### config.mk
export PLATFORM = sky130hd
export DESIGN_NAME = sorted_expiry_timer_table
export DESIGN_NICKNAME = d
export VERILOG_FILES = /design/src/rtl/core/stt_pkg.sv /design/src/rtl/core/stt_cell.sv /design/src/rtl/core/sorted_expiry_timer_table.sv
export SDC_FILE = /design/constraint.sdc
export NUM_CORES = 2
export LEC_CHECK = 0
export BUFFER_PORTS_ARGS = -buffer_cell sky130_fd_sc_hd__clkbuf_2
export CAP_MARGIN = 15
export CORE_UTILIZATION = 44
export DETAILED_ROUTE_END_ITERATION = 8
export GPL_TIMING_DRIVEN = 0
export PLACE_DENSITY = 0.63
export SLEW_MARGIN = 10
export SYNTH_ARGS = -nofsm -noshare
export SYNTH_HDL_FRONTEND = slang
export SYNTH_SLANG_ARGS = --single-unit
### constraint.sdc
create_clock -name clk -period 8.9 [get_ports clk]
set_input_delay 0.445 -clock clk [delete_from_list [all_inputs] [get_ports clk]]
set_output_delay 0.445 -clock clk [all_outputs]
set_load 0.05 [all_outputs]
### src/rtl/core/stt_pkg.sv
package stt_pkg;

  localparam int NUM_TIMERS = 16;
  localparam int TIME_BITS  = 32;
  localparam int NUM_SLOTS  = 16;
  localparam int ID_W       = 4;
  localparam int CNT_W      = $clog2(NUM_TIMERS + 1);

  localparam logic [1:0] ACT_ADD    = 2'd0;
  localparam logic [1:0] ACT_ADJUST = 2'd1;
  localparam logic [1:0] ACT_DELETE = 2'd2;
  localparam logic [1:0] ACT_TICK   = 2'd3;

  localparam logic [1:0] STAT_OK     = 2'd0;
  localparam logic [1:0] STAT_FULL   = 2'd1;
  localparam logic [1:0] STAT_ABSENT = 2'd2;
  localparam logic [1:0] STAT_DUP    = 2'd3;

  localparam logic [1:0] OP_HOLD   = 2'd0;
  localparam logic [1:0] OP_INSERT = 2'd1;
  localparam logic [1:0] OP_REMOVE = 2'd2;
  localparam logic [1:0] OP_POP    = 2'd3;

  typedef logic [TIME_BITS-1:0] expiry_t;

  typedef struct packed {
    logic [1:0]  action;
    logic [3:0]  timer_id;
    logic [31:0] expire_time;
    logic [31:0] now;
  } stt_in_t;

  typedef struct packed {
    logic [1:0] status;
    logic       expired_valid;
    logic [3:0] expired_id;
    logic       last;
  } stt_out_t;

  typedef struct packed {
    logic [1:0]      op;
    logic [ID_W-1:0] id;
    expiry_t         expiry;
  } stt_cmd_t;

  typedef struct packed {
    logic [ID_W-1:0] id;
    expiry_t         expiry;
    logic            le;
    logic            hit;
  } stt_link_t;

endpackage

### src/rtl/core/stt_cell.sv
module stt_cell import stt_pkg::*; (
  input  logic      clk,
  input  stt_cmd_t  cmd,
  input  logic      occ,
  input  stt_link_t from_left,
  input  stt_link_t from_right,
  output stt_link_t link
);

  logic [ID_W-1:0] id_r, id_nxt;
  expiry_t         exp_r, exp_nxt;
  logic            le;
  logic            hit;

  assign le  = occ && (exp_r <= cmd.expiry);
  assign hit = (cmd.op == OP_POP) || from_left.hit || (occ && (id_r == cmd.id));

  always_comb begin
    id_nxt  = id_r;
    exp_nxt = exp_r;
    case (cmd.op)
      OP_INSERT: begin
        if (!le) begin
          if (from_left.le) begin
            id_nxt  = cmd.id;
            exp_nxt = cmd.expiry;
          end else begin
            id_nxt  = from_left.id;
            exp_nxt = from_left.expiry;
          end
        end
      end
      OP_REMOVE, OP_POP: begin
        if (hit) begin
          id_nxt  = from_right.id;
          exp_nxt = from_right.expiry;
        end
      end
      default: begin
      end
    endcase
  end

  always_ff @(posedge clk) begin
    id_r  <= id_nxt;
    exp_r <= exp_nxt;
  end

  assign link.id     = id_r;
  assign link.expiry = exp_r;
  assign link.le     = le;
  assign link.hit    = hit;

endmodule

### src/rtl/core/sorted_expiry_timer_table.sv
// Add and delete put their result in the output register in the cycle after the request is taken.
// Adjust of a present timer first pulls it out of the chain, then inserts it again in S_INS.
// Tick latches the time when the request is taken, then in S_TICK gives one result per expired timer,
// or a single result when none expired, each waiting for a free output register.
// A new request is taken once the previous one is finished and the output register is free.
// Reset clears the state, the presence bits, the timer count and the output valid flag; the list cells are not cleared.
module sorted_expiry_timer_table import stt_pkg::*; (
  input  logic     clk,
  input  logic     rst_n,
  input  logic     in_valid,
  output logic     in_ready,
  input  stt_in_t  in_data,
  output logic     out_valid,
  input  logic     out_ready,
  output stt_out_t out_data
);

  localparam logic [1:0] S_IDLE = 2'd0;
  localparam logic [1:0] S_INS  = 2'd1;
  localparam logic [1:0] S_TICK = 2'd2;

  logic [1:0]           state_r, state_nxt;
  logic [CNT_W-1:0]     count_r, count_nxt;
  logic [NUM_SLOTS-1:0] slot_r, slot_nxt;
  logic [ID_W-1:0]      key_id_r, key_id_nxt;
  expiry_t              key_time_r, key_time_nxt;
  logic                 out_valid_r, out_valid_nxt;
  stt_out_t             out_r, out_nxt;

  stt_cmd_t             cmd;
  stt_link_t            links [NUM_TIMERS];
  logic [NUM_TIMERS-1:0] occ;
  logic                 accept;
  logic                 head_due;
  logic                 next_due;
  logic                 out_free;

  stt_link_t edge_link;
  assign edge_link = '{id: '0, expiry: '0, le: 1'b1, hit: 1'b0};

  genvar g;
  generate
    for (g = 0; g < NUM_TIMERS; g++) begin : g_cell
      stt_link_t left_in, right_in;
      assign occ[g] = (count_r > CNT_W'(g));
      if (g == 0) begin : g_first
        assign left_in = edge_link;
      end else begin : g_mid
        assign left_in = links[g-1];
      end
      if (g == NUM_TIMERS - 1) begin : g_end
        assign right_in = links[g];
      end else begin : g_inner
        assign right_in = links[g+1];
      end
      stt_cell u_cell (
        .clk        (clk),
        .cmd        (cmd),
        .occ        (occ[g]),
        .from_left  (left_in),
        .from_right (right_in),
        .link       (links[g])
      );
    end
  endgenerate

  assign out_free = !out_valid_r || out_ready;
  assign in_ready = (state_r == S_IDLE) && out_free;
  assign accept   = in_valid && in_ready;
  assign head_due = (count_r != '0) && (links[0].expiry <= key_time_r);
  assign next_due = (count_r > CNT_W'(1)) && (links[1].expiry <= key_time_r);

  always_comb begin
    state_nxt     = state_r;
    count_nxt     = count_r;
    slot_nxt      = slot_r;
    key_id_nxt    = key_id_r;
    key_time_nxt  = key_time_r;
    out_valid_nxt = out_valid_r && !out_ready;
    out_nxt       = out_r;
    cmd.op        = OP_HOLD;
    cmd.id        = (state_r == S_IDLE) ? in_data.timer_id : key_id_r;
    cmd.expiry    = (state_r == S_IDLE) ? TIME_BITS'(in_data.expire_time) : key_time_r;
    case (state_r)
      S_IDLE: begin
        if (accept) begin
          key_id_nxt    = in_data.timer_id;
          key_time_nxt  = (in_data.action == ACT_TICK) ? TIME_BITS'(in_data.now)
                                                       : TIME_BITS'(in_data.expire_time);
          out_nxt       = '{status: STAT_OK, expired_valid: 1'b0, expired_id: '0, last: 1'b1};
          case (in_data.action)
            ACT_ADD: begin
              out_valid_nxt = 1'b1;
              if (slot_r[in_data.timer_id]) begin
                out_nxt.status = STAT_DUP;
              end else if (count_r >= CNT_W'(NUM_TIMERS)) begin
                out_nxt.status = STAT_FULL;
              end else begin
                cmd.op                     = OP_INSERT;
                count_nxt                  = count_r + CNT_W'(1);
                slot_nxt[in_data.timer_id] = 1'b1;
              end
            end
            ACT_ADJUST, ACT_DELETE: begin
              if (!slot_r[in_data.timer_id]) begin
                out_valid_nxt  = 1'b1;
                out_nxt.status = STAT_ABSENT;
              end else begin
                cmd.op    = OP_REMOVE;
                count_nxt = count_r - CNT_W'(1);
                if (in_data.action == ACT_DELETE) begin
                  slot_nxt[in_data.timer_id] = 1'b0;
                  out_valid_nxt              = 1'b1;
                end else begin
                  state_nxt = S_INS;
                end
              end
            end
            default: begin
              state_nxt = S_TICK;
            end
          endcase
        end
      end
      S_INS: begin
        cmd.op        = OP_INSERT;
        count_nxt     = count_r + CNT_W'(1);
        out_valid_nxt = 1'b1;
        out_nxt       = '{status: STAT_OK, expired_valid: 1'b0, expired_id: '0, last: 1'b1};
        state_nxt     = S_IDLE;
      end
      S_TICK: begin
        if (out_free) begin
          out_valid_nxt = 1'b1;
          if (head_due) begin
            cmd.op                 = OP_POP;
            count_nxt              = count_r - CNT_W'(1);
            slot_nxt[links[0].id]  = 1'b0;
            out_nxt = '{status: STAT_OK, expired_valid: 1'b1, expired_id: links[0].id,
                        last: !next_due};
            if (!next_due) begin
              state_nxt = S_IDLE;
            end
          end else begin
            out_nxt   = '{status: STAT_OK, expired_valid: 1'b0, expired_id: '0, last: 1'b1};
            state_nxt = S_IDLE;
          end
        end
      end
      default: begin
        state_nxt = S_IDLE;
      end
    endcase
  end

  always_ff @(posedge clk) begin
    if (!rst_n) begin
      state_r     <= S_IDLE;
      count_r     <= '0;
      slot_r      <= '0;
      out_valid_r <= 1'b0;
    end else begin
      state_r     <= state_nxt;
      count_r     <= count_nxt;
      slot_r      <= slot_nxt;
      out_valid_r <= out_valid_nxt;
    end
  end

  always_ff @(posedge clk) begin
    key_id_r   <= key_id_nxt;
    key_time_r <= key_time_nxt;
    out_r      <= out_nxt;
  end

  assign out_valid = out_valid_r;
  assign out_data  = out_r;

  a_count_range: assert property (@(posedge clk) disable iff (!rst_n)
    count_r <= CNT_W'(NUM_TIMERS))
    else $error("timer count exceeds table size");

  a_presence_count: assert property (@(posedge clk) disable iff (!rst_n)
    $countones(slot_r) == int'(count_r) || state_r == S_INS)
    else $error("presence bits disagree with timer count");

  a_ins_output_free: assert property (@(posedge clk) disable iff (!rst_n)
    state_r == S_INS |-> !out_valid_r)
    else $error("output busy during reinsertion");

  a_pop_shrinks: assert property (@(posedge clk) disable iff (!rst_n)
    (state_r == S_TICK && out_free && head_due) |=> count_r == $past(count_r) - CNT_W'(1))
    else $error("expiry did not remove a timer");

endmodule
Word-level counts from Yosys, hierarchy flattened

Index checks and enable logic that the tools add are counted.

Add/subtract/negate cells: 2
Multipliers: 0
Div/mod/pow operators: 0
$lt $le $gt $ge: 39
Equal/unequal tests: 64
Shift-type cells: 0
Muxes and demuxes: 176
Bitwise gates (word level): 6
Reductions and logical operators: 100

Operators with widths:

| kind               | number |
|---|---|
| $mux 32            | 47 |
| $pmux 32 s2        | 15 |
| $le 32x32->1       | 18 |
| $mux 4             | 46 |
| $pmux 4 s2         | 15 |
| $mux 16            | 7 |
| $pmux 16 s2        | 2 |
| $eq 4x4->1         | 15 |
| $reduce_and 3->1   | 16 |
| $gt 5x4->1 const B | 8 |
| $logic_and 1x1->1  | 38 |
| $ne 2x2->1 const B | 19 |
| $and 16x16->16     | 2 |
| $not 16->16        | 2 |
| $logic_or 1x1->1   | 30 |
| $mux 5             | 6 |
| $ne 2x1->1 const B | 15 |
| $mux 2             | 12 |
| $pmux 8 s3         | 1 |
| $gt 5x3->1 const B | 4 |
| $ne 3x3->1 const B | 6 |
| $mux 8             | 2 |
| $or 16x16->16      | 1 |
| $pmux 2 s2         | 4 |
| other kinds (30)   | 56 |

Flip-flop bits (word level): 644
Latch bits: 0
Bits in writable memories: 0
Bits in read-only memories: 0
Input bits: 74
Memories: 0

Longest topological paths before layout

Depth after elaboration: 38
Gate-level depth with buffers: 20

By module

A second synthesis with hierarchy kept.

Cells, all modules: 5223
Area total of the unflattened synthesis: 49521.2 um2

By module, submodules not included:

| module                    | instances | cells each | area an instance (um2) |
|---|---|---|---|
| stt_cell                  | 16        | 283        | 2716.4 |
| sorted_expiry_timer_table | 1         | 695        | 6059.6 |

Worst setup path after synthesis

No wires, ideal clock.

Path kind: reg2reg
Start: register state_r[0]
End: register g_cell[7].u_cell.exp_r[0], enable pin
Library setup time: 0.495 ns
Arrival time: 6.789 ns
Path slack: 1.616 ns
Stages on the path, launching flop included: 21
Buffers on the path: 6
Clock period less this slack: 7.284 ns
Cells stage by stage: dfxtp_1 -> inv_1 -> ha_1 -> buf_2 -> clkbuf_1 -> clkbuf_1 -> nand2_1 -> o21ai_1 -> clkbuf_1 -> inv_1 -> ha_1 -> nand4_1 -> nor2_1 -> and3_1 -> nor3b_1 -> o21ai_0 -> nand3_1 -> clkbuf_1 -> clkbuf_1 -> a21oi_1 -> a311oi_1

Cells in the longest elaborated chain, start to end: 23
Elaborated cells on any way between the ends: 50

RTL lines:

| item                            | line                             | RTL |
|---|---|---|
| from (decl)                     | sorted_expiry_timer_table.sv:22  | `logic [1:0] state_r, state_nxt;` |
| from (signal assigned)          | sorted_expiry_timer_table.sv:163 | `state_r <= state_nxt;` |
| $logic_not 2->1                 | -                                |  |
| $logic_and 1x1->1               | sorted_expiry_timer_table.sv:68  | `assign in_ready = (state_r == S_IDLE) && out_free;` |
| $logic_and 1x1->1               | sorted_expiry_timer_table.sv:69  | `assign accept = in_valid && in_ready;` |
| $mux 2                          | sorted_expiry_timer_table.sv:86  | `if (accept) begin` |
| $pmux 2 s3                      | sorted_expiry_timer_table.sv:84  | `case (state_r)` |
| $eq 2x2->1                      | stt_cell.sv:16, stt_cell.sv:21   |  |
| $logic_or 1x1->1 (15 in series) | stt_cell.sv:16                   | `assign hit = (cmd.op == OP_POP) \|\| from_left.hit \|\| (occ && (id_r == cmd.id));` |
| $ne 2x1->1 (no line)            | -                                |  |
| $reduce_and 3->1 (no line) (*)  | -                                |  |
| to (signal assigned)            | stt_cell.sv:46                   | `exp_r <= exp_nxt;` |
| to (decl)                       | stt_cell.sv:11                   | `expiry_t exp_r, exp_nxt;` |

Every way passes the cells marked *; elsewhere a longest branch is shown, timed or not.
A chain may end at the register's enable or synchronous reset.

Worst setup path after layout

Start: register state_r[0]
End: register g_cell[7].u_cell.exp_r[8], enable pin

Same word-level chain as after synthesis.

==> flow_summary_export.csv <==
group,metric,value,unit
cts,clk_latency,0.66,ns
logic_synthesis,async_flop_share,0,
routing,viasPerCell,6.25,
final_layout,final_nets,5515,
grt,grt_usage,0.290,
cts,clkTransAtPathRegs,0.06,ns
timing,max_freq,119,MHz
grt,grt_pass1_wl,239000,um
cts,root_buffer,"clkbuf_16",
routing,drtIter0Drc,4407,
floorplanning,die_h,329,um
timing,skew,0.0330,ns
place,io_buffers,83,
logic_synthesis,synth_compound_area_frac,0.162,
power_and_ir_drop,pwr_density_cell,243,mW/mm2
final_layout,area_growth,11.1,%
logic_synthesis,synthCells,4657,
grt,gr-total-overflow,0,
routing,drtAntennaViolNets,0,
flow_run,drv_cap,0,
logic_synthesis,synth_top_area_cell,"edfxtp_1",
logic_synthesis,yosysWarnings,0,
cts,clock_sinks,644,
final_layout,layout-drive-gt1-share,0.0907,
min_path,hold_path_class,"in2reg",
power_and_ir_drop,ir_worst_vdd,0.000154,V
timing,finalSetupTns,0,ns
logic_synthesis,synth.distinct_cells,84,
logic_synthesis,yosys-top-cells-area,"edfxtp_1, ha_1, mux2i_1, a21oi_1, nor2_1",
logic_synthesis,synthFlopType,"edfxtp_1",
floorplanning,coreArea,0.106,mm2
cts,cts_setup_buffers,0,
logic_synthesis,synth.cell_area,0.0471,mm2
final_layout,final_common_cell,"edfxtp_1",
floorplanning,num_rows,119,
routing,drt_pre_antenna_iters,9,
worst_setup_path,critPathKind,"reg2reg",
logic_synthesis,synthAdderAreaFrac,0.156,
run_status,status,"finished, violations left",
routing,vias,39436,
timing,post-route-min-period,8.40,ns
logic_synthesis,synth_xor_area_frac,0.0113,
grt,grt_antenna_before_repair,5,
worst_setup_path,crit_required,9.25,ns
cts,cts-buffers-inserted,79,
logic_synthesis,synth-simple-area-share,0.117,
timing,rsz0062_at_grt,"no",
logic_synthesis,syn_area_per_cell,10.1,um2
floorplanning,ios,84,
routing,totalWireLength,160000,um
logic_synthesis,synth-seq-area-share,0.405,
routing,avgRoutedWirePerCell,25.4,um
logic_synthesis,synth_top_family_by_area,"compound AO/OA/AOI/OAI gates",
power_and_ir_drop,power,12700,uW
timing,hold_viol,0,
power_and_ir_drop,leakage,0.0201,uW
worst_setup_path,cp.arrival,8.75,ns
logic_synthesis,muxShareOfSynthArea,0.112,
logic_synthesis,synth_seq_cells,644,
logic_synthesis,synth_nets,5319,
run_status,violations,"design-rule violations",
floorplanning,fp.dieArea,0.108,mm2
place,dpl.hpwl,126000,um
place,globalplace.congestion,0.941,
routing,drcViolationCount,8,
logic_synthesis,synthDominantCellAreaShare,0.395,
cts,cts_tree,"done",
worst_setup_path,start_kind,"flip-flop",
timing,timing.slew.headroom,0.147,
timing,period_share,0.944,
final_layout,final_cell_mix,"edfxtp_1, ha_1, a21oi_1",
grt,grt_pass1_vias,39188,
timing,worst_slew_pin_slew,1.27,ns
worst_setup_path,crit_path_max_fanout,17,
timing,setup_violations,0,
cts,htree_num_levels,3,
worst_setup_path,cp-end-kind,"flip-flop",
timing,final_max_slew_viol_count,0,
cts,cts_buffer_depth,3,
floorplanning,die_x,329,um
logic_synthesis,synth-edff-count,620,
grt,grt_max_degree,37,
floorplanning,start_util,0.446,
-- Yosys cell counts (all sizes together) (4+ instances only) --
cell type,instances
mux4,4
o211ai,29
or4,6
a32o,16
nand4,122
nor3,39
nand2b,7
mux2,73
a31oi,49
a2111o,5
xnor2,60
inv,106
clkbuf,166
o21bai,22
nand2,261
a2111oi,9
nor2,484
a21oi,572
mux2i,436
edfxtp,620
and3,13
nor3b,38
o31ai,48
and2,9
or2,8
o21a,35
and4,18
a211oi,25
nand3,82
a22oi,7
o22ai,6
or3,5
nor4,24
dfxtp,24
nor2b,52
a21o,103
buf,118
ha,588
o21ai,278
a211o,11
o311a,20
o2111ai,7
a221o,6
-- registers in the layout (all words and copies together), names as in the netlist, named ones only --
signal and count:
out_data 8, out_valid 1, g_cell.u_cell.id_r 64, g_cell.u_cell.exp_r 512, count_r 5, key_time_r 32
key_id_r 4, state_r 2
-- power by group --
part / switching (uW) / leakage, uW / internal, uW
Clock: 1420 / 0.00122 / 1820
Combinational: 3260 / 0.0131 / 1860
Sequential: 332 / 0.00586 / 4040
-- layout make-up --
cell class / instances / area, um2
fillers: 9910 / 53400
diodes: 2 / 5.00
inverters: 107 / 402
well taps: 1391 / 1740
plain buffers: 284 / 1260
repair buffers: 115 / 841
clock buffers: 97 / 2140
flip-flops and latches: 644 / 19100
clock inverters: 48 / 334
multi-input cells: 3622 / 26500
-- per-stage QoR --
step | setup WS (ns) | cells | instance area (um2) | util | hold WS, ns
floorplan | 1.62 | 4657 | 47100 | - | 0.512
global placement | -2.66 | 6131 | 49300 | 0.466 | 0.541
detailed placement | 0.526 | 6160 | 49900 | 0.472 | 0.560
CTS | 0.446 | 6307 | 52300 | 0.495 | 0.0490
global route | 0.193 | 6308 | 52400 | 0.495 | 0.0807
finish | 0.498 | 6310 | 52400 | 0.495 | 0.0800
-- worst max-delay path: stages (launching register included) --
cell      delay [ns]
dfxtp_1         0.37
inv_1           0.11
ha_1            0.14
buf_2           0.22
clkbuf_1        0.53
buf_1           0.61
nand2_1         0.10
o21ai_1         0.51
clkbuf_1        0.58
inv_1           0.58
ha_1            0.49
nand4_1         0.13
nor2_1          0.23
and3_1          0.28
nor3b_1         0.39
o21ai_0         0.27
nand3_1         0.15
clkbuf_1        0.62
clkbuf_1        0.47
a21oi_1         0.20
a311oi_4        0.54
buf_6           0.29
buf_6           0.22
-- kinds of logic (layout without fill, tap and decap cells) --
group	after synthesis	in the layout
adder cells (fa/ha/maj)	588	588
flip-flops	644	644
XOR/XNOR	61	61
multiplexers	513	513
AO/OA/AOI/OAI	1282	1282
other	0	2
AND/OR/NAND/NOR	1178	1178
buffers and inverters	391	651
-- timing repair --
| item | 4_1_cts | 5_1_grt |
|---|---|---|
| gates resized for setup | 0 | 3 |
| endpoints found under the setup margin | 0 | 15 |
| hold endpoints to repair | 2 | 0 |
| hold buffers | 2 | 0 |
-- per-layer routing --
layer,track usage,vias up,wire length [um]
met3,0.0467,274,13500
met1,0.405,19355,70000
met5,0,-,0
met4,0.0928,0,4510
li1,-,18128,-
met2,0.457,1679,72400
-- final timing paths --
kind | slack [ns] | start | cells past startpoint | endpoint
hold reg to reg | 0.58 | g_cell[15].u_cell.id_r[3] | 2 | g_cell[14].u_cell.id_r[3]
setup / recovery | 0.50 | state_r[0] | 22 | g_cell[7].u_cell.exp_r[8]
hold / removal | 0.08 | in_data[23] | 2 | key_time_r[23]
setup reg to reg | 0.50 | state_r[0] | 22 | g_cell[7].u_cell.exp_r[8]
(Power assumes the default switching activity.)
